[src/hw/rtl/rth_pkg.sv]
// shared types and constants for the ray-triangle hit test
package rth_pkg;

  localparam int THR_WIDTH = 41;
  localparam int CFG_IDX_W = 3;
  localparam int REASON_W  = 3;

  localparam logic [THR_WIDTH-1:0] DET_THR_RESET = 41'd1074;

  // configuration register indexes
  localparam logic [CFG_IDX_W-1:0] CFG_ORIGIN_X = 3'd0;
  localparam logic [CFG_IDX_W-1:0] CFG_ORIGIN_Y = 3'd1;
  localparam logic [CFG_IDX_W-1:0] CFG_ORIGIN_Z = 3'd2;
  localparam logic [CFG_IDX_W-1:0] CFG_DIR_X    = 3'd3;
  localparam logic [CFG_IDX_W-1:0] CFG_DIR_Y    = 3'd4;
  localparam logic [CFG_IDX_W-1:0] CFG_DIR_Z    = 3'd5;
  localparam logic [CFG_IDX_W-1:0] CFG_DET_THR  = 3'd6;

  typedef enum logic [REASON_W-1:0] {
    REASON_HIT      = 3'd0,
    REASON_PARALLEL = 3'd1,
    REASON_U_OUT    = 3'd2,
    REASON_V_OUT    = 3'd3,
    REASON_BEHIND   = 3'd4
  } reason_t;

  // axis order for cross products: r[i] = a[next]*b[prev] - a[prev]*b[next]
  localparam int NEXT_AXIS [3] = '{1, 2, 0};
  localparam int PREV_AXIS [3] = '{2, 0, 1};

endpackage

[src/hw/rtl/rth_if.sv]


interface rth_out_if
  import rth_pkg::*;
();
  logic                valid;
  logic                ready;
  logic                hit;
  logic [REASON_W-1:0] reject_reason;

  modport source (output valid, hit, reject_reason, input ready);
  modport sink (input valid, hit, reject_reason, output ready);
endinterface

[src/hw/rtl/rth_judge.sv]
// range checks against det and the registered result, two stages
module rth_judge
  import rth_pkg::*;
#(
  parameter int CW = 20
) (
  input  logic                   clk,
  input  logic                   rst_n,
  input  logic                   d_valid,
  output logic                   d_ready,
  input  logic signed [3*CW+5:0] det,
  input  logic signed [3*CW+5:0] nu,
  input  logic signed [3*CW+5:0] nv,
  input  logic signed [3*CW+5:0] nt,
  input  logic [THR_WIDTH-1:0]   thr,
  rth_out_if.source              out_res
);

  localparam int DOTW = 3 * CW + 6;

  logic en_j, en_o;
  logic vj_r, vo_r;

  logic signed [DOTW-1:0] thr_ext;
  logic                   small_nxt, ubad_nxt, vneg_nxt, tbad_nxt;
  logic                   small_r, ubad_r, vneg_r, tbad_r;
  logic signed [DOTW-1:0] uv_nxt;
  logic signed [DOTW-1:0] uv_r;
  logic signed [DOTW-1:0] detj_r;
  reason_t                reason_nxt;
  reason_t                reason_r;

  assign en_o    = ~vo_r | out_res.ready;
  assign en_j    = ~vj_r | en_o;
  assign d_ready = en_j;

  assign thr_ext = DOTW'(thr);

  always_comb begin
    small_nxt = (det == '0) || (thr_ext > det);
    ubad_nxt  = nu[DOTW-1] || (nu > det);
    vneg_nxt  = nv[DOTW-1];
    tbad_nxt  = nt[DOTW-1] || (nt == '0);
    uv_nxt    = nu + nv;
  end

  // first failing check names the reason
  always_comb begin
    if (small_r) begin
      reason_nxt = REASON_PARALLEL;
    end else if (ubad_r) begin
      reason_nxt = REASON_U_OUT;
    end else if (vneg_r || (uv_r > detj_r)) begin
      reason_nxt = REASON_V_OUT;
    end else if (tbad_r) begin
      reason_nxt = REASON_BEHIND;
    end else begin
      reason_nxt = REASON_HIT;
    end
  end

  always_ff @(posedge clk) begin
    if (!rst_n) begin
      vj_r <= 1'b0;
      vo_r <= 1'b0;
    end else begin
      if (en_j) vj_r <= d_valid;
      if (en_o) vo_r <= vj_r;
    end
  end

  always_ff @(posedge clk) begin
    if (en_j) begin
      small_r <= small_nxt;
      ubad_r  <= ubad_nxt;
      vneg_r  <= vneg_nxt;
      tbad_r  <= tbad_nxt;
      uv_r    <= uv_nxt;
      detj_r  <= det;
    end
    if (en_o) reason_r <= reason_nxt;
  end

  assign out_res.valid         = vo_r;
  assign out_res.hit           = (reason_r == REASON_HIT);
  assign out_res.reject_reason = reason_r;

endmodule

[src/flat_wrapper.sv]
// flat-port wrapper written by rule: the top's interface ports become plain ports
module rth_judge_flat import rth_pkg::*;
#(
  parameter int CW = 20
)
  (clk, rst_n, d_valid, d_ready, det, nu, nv, nt, thr, out_res_valid, out_res_hit, out_res_reject_reason, out_res_ready);
  rth_out_if out_res_i ();
  input  logic clk;
  input  logic rst_n;
  input  logic d_valid;
  output logic d_ready;
  input  logic signed [3*CW+5:0] det;
  input  logic signed [3*CW+5:0] nu;
  input  logic signed [3*CW+5:0] nv;
  input  logic signed [3*CW+5:0] nt;
  input  logic [THR_WIDTH-1:0] thr;
  output wire logic [$bits(out_res_i.valid)-1:0] out_res_valid;
  output wire logic [$bits(out_res_i.hit)-1:0] out_res_hit;
  output wire logic [$bits(out_res_i.reject_reason)-1:0] out_res_reject_reason;
  input wire logic [$bits(out_res_i.ready)-1:0] out_res_ready;
  assign out_res_valid = out_res_i.valid;
  assign out_res_hit = out_res_i.hit;
  assign out_res_reject_reason = out_res_i.reject_reason;
  assign out_res_i.ready = out_res_ready;
  rth_judge #(.CW(CW)) u_core (.clk(clk), .rst_n(rst_n), .d_valid(d_valid), .d_ready(d_ready), .det(det), .nu(nu), .nv(nv), .nt(nt), .thr(thr), .out_res(out_res_i));
endmodule
[config.mk]
export PLATFORM = sky130hd
export DESIGN_NAME = rth_judge_flat
export DESIGN_NICKNAME = d
export VERILOG_FILES = /design/src/hw/rtl/rth_pkg.sv /design/src/hw/rtl/rth_if.sv /design/src/hw/rtl/rth_judge.sv /design/src/flat_wrapper.sv
export SDC_FILE = /design/constraint.sdc
export NUM_CORES = 1
export LEC_CHECK = 0
export BUFFER_PORTS_ARGS = -buffer_cell sky130_fd_sc_hd__buf_2
export CAP_MARGIN = 30
export CORE_MARGIN = 2
export CORE_UTILIZATION = 50
export CTS_CLUSTER_DIAMETER = 80
export DETAILED_ROUTE_END_ITERATION = 10
export GPL_TIMING_DRIVEN = 0
export MAX_ROUTING_LAYER = met4
export PLACE_DENSITY = 0.76
export SYNTH_ARGS = -nofsm -noshare
export SYNTH_HDL_FRONTEND = slang
export SYNTH_SLANG_ARGS = --single-unit
[constraint.sdc]
create_clock -name clk -period 3.95 [get_ports clk]
set_input_delay 0.395 -clock clk [delete_from_list [all_inputs] [get_ports clk]]
set_output_delay 0.395 -clock clk [all_outputs]
set_load 0.02 [all_outputs]
==> impl_metrics.json <==
{
  "dr.pass1.iters": 7,
  "cp_slowest_cell": "a2111oi_2",
  "drv_slew": 0,
  "period_needed_ps": 3480,
  "antenna_found_initial": 1,
  "cts_tree": "done",
  "cpPeakStageDelay_ps": 590,
  "syn_inst": 1362,
  "dpl.hpwl_um": 32500,
  "port-buffer-count": 314,
  "drv_cap": 0,
  "arrival_ps": 3680,
  "grt_max_degree": 109,
  "syn_area_mm2": 0.0128,
  "ios": 315,
  "rsz0062_at_grt": "no",
  "grt.overflow.total": 0,
  "finalSetupViolations": 0,
  "synth_seq_cells": 141,
  "ys_warn_count": 0,
  "crit_family": "compound AO/OA/AOI/OAI gates",
  "htree_num_levels": 4,
  "finalCritPeriodShare": 0.880,
  "ys_types": 68,
  "die_area_mm2": 0.0269,
  "yosysTopAreaCellShare": 0.326,
  "dominantRegCellSynth": "edfxtp_1",
  "hold_violations": 0,
  "cts_hold_buf": 0,
  "cts.sinks": 141,
  "crit_chain": "buf_2 > ha_1 > inv_1 > fa_1 > nor2b_1 > o2111ai_1 > a21oi_1 > nor2_1 > a211oi_1 > o21ai_1 > a2111oi_2 > nor2_1 > o311ai_1",
  "status": "complete, no violations",
  "relSlewSlack": 0.369,
  "hold_class": "primary input to flop",
  "nets": 2244,
  "required_ps": 4150,
  "path_clk_slew_ps": 70,
  "area.growth.synth_to_final_pct": 20.5,
  "initial_core_util": 0.509,
  "cts_resized": 0,
  "yosysMostFrequentCell": "ha_1",
  "place_inst": 2007,
  "clockBufferDepth": 2,
  "crit_path_frequent_cell": "nor2_1",
  "syn_avg_cell_area_um2": 9.41,
  "die_w_um": 164,
  "finClkSkew_ps": 14.3,
  "first_iter_violations": 872,
  "cts_made_buffers": 17,
  "synth_common_cells": "ha_1 (238), inv_1 (165), edfxtp_1 (139), a21o_1 (126), a21oi_1 (123)",
  "cts_setup_buffers": 0,
  "place_congestion": 0.952,
  "ys_seq_area_frac": 0.329,
  "die_h_um": 164,
  "drive_above_1_share": 0.218,
  "crit_type": "primary input to flop",
  "vias": 11890,
  "clock_latency_ps": 430,
  "worst_setup_path_start_kind": "primary input",
  "synth_edf_count": 139,
  "viasPerCell": 5.83,
  "yosys.area.top_type": "edfxtp_1",
  "pwr_density_cell_mw_per_mm2": 343,
  "ir_drop_v": 0.000252,
  "synthArstFlopShare": 0,
  "max_freq_mhz": 288,
  "core_area_mm2": 0.0252,
  "critPathCaptureType": "flop",
  "p_leak_uw": 0.00790,
  "tightest_slew_ps": 923,
  "rows": 58,
  "syn_nets": 1910,
  "root_buffer": "clkbuf_16",
  "finalWirelength_um": 38500,
  "drc": 0,
  "ant_nets": 0,
  "grt_usage": 0.292,
  "grt_pass1_vias": 11360,
  "synth.area.top_cells": "edfxtp_1 (33%), ha_1 (23%), a21o_1 (7.4%), inv_1 (4.8%), a21oi_1 (4.8%)",
  "crit_fanout": 5,
  "critPathBufInv": 2,
  "wire_per_inst_um": 18.9,
  "final.setup.tns_ps": 0,
  "grt_pass1_wl_um": 57900,
  "holdWs_ps": 171,
  "instances_no_fill": 2040
}
-- layout by cell type, fill, tap and decap left out, types with 35 or more instances in the layout --
| master | count |
|---|---|
| nand2_1 | 65 |
| a21oi_1 | 123 |
| xnor2_1 | 39 |
| inv_1 | 165 |
| edfxtp_1 | 139 |
| nand4_1 | 62 |
| nor4_1 | 35 |
| nor2_1 | 70 |
| o21ai_0 | 59 |
| a21o_1 | 126 |
| buf_2 | 321 |
| ha_1 | 238 |
-- where the power goes --
group / total [uW] / internal, uW / switching [uW] / leakage [uW]
Sequential: 1960 / 1890 / 69.5 / 0.00148
Combinational: 1660 / 722 / 941 / 0.00614
Clock: 1680 / 1000 / 677 / 0.000286
-- through the flow --
stage	instance area, um2	util	power, uW	setup slack [ps]
6_report	15500	0.614	5300	473
5_1_grt	15500	0.614	5590	235
4_1_cts	15400	0.614	5290	539
3_5_place_dp	14900	0.590	3620	122
3_3_place_gp	14800	0.588	3560	105
2_1_floorplan	12800	-	3050	1040
-- layer usage --
layer | wire length (um) | vias up | GRT usage
li1 | - | 5761 | -
met1 | 16600 | 5510 | 0.370
met2 | 18200 | 544 | 0.490
met3 | 2690 | 75 | 0.0354
met4 | 1010 | 0 | 0.0873
met5 | 0 | - | -
-- final cells by class --
cell class,count,area [um2]
clock buffers,20,437
multi-input cells,1034,7910
flip-flops and latches,141,4210
plain buffers,22,91.3
clock inverters,12,163
well taps,330,413
repair buffers,315,1600
inverters,165,619
diodes,1,2.50
fillers,2194,9730
-- path summary, 6_finish.rpt --
check | from | end | slack (ps) | cells past startpoint
worst max-delay path | nu[0] | u_core.uv_r[62] | 470 | 13
worst min-delay path | det[57] | u_core.detj_r[57] | 170 | 1
worst max register to register | u_core.uv_r[47] | u_core.out_res.reject_reason[0] | 1160 | 10
worst min register to register | u_core.small_r | u_core.out_res.reject_reason[0] | 550 | 1
-- kinds of logic (layout without fill, tap and decap cells) --
group           Yosys count  count (layout)  synth area share
fa+ha+maj               239             239             0.234
simple gates            320             320             0.127
mux                       1               1          0.000781
other cells               0               1                 0
flops                   141             141             0.329
buf+inv                 187             534            0.0554
compound gates          411             411             0.211
xor+xnor                 63              63            0.0430
No activity file was read; power rests on OpenSTA's default activity.
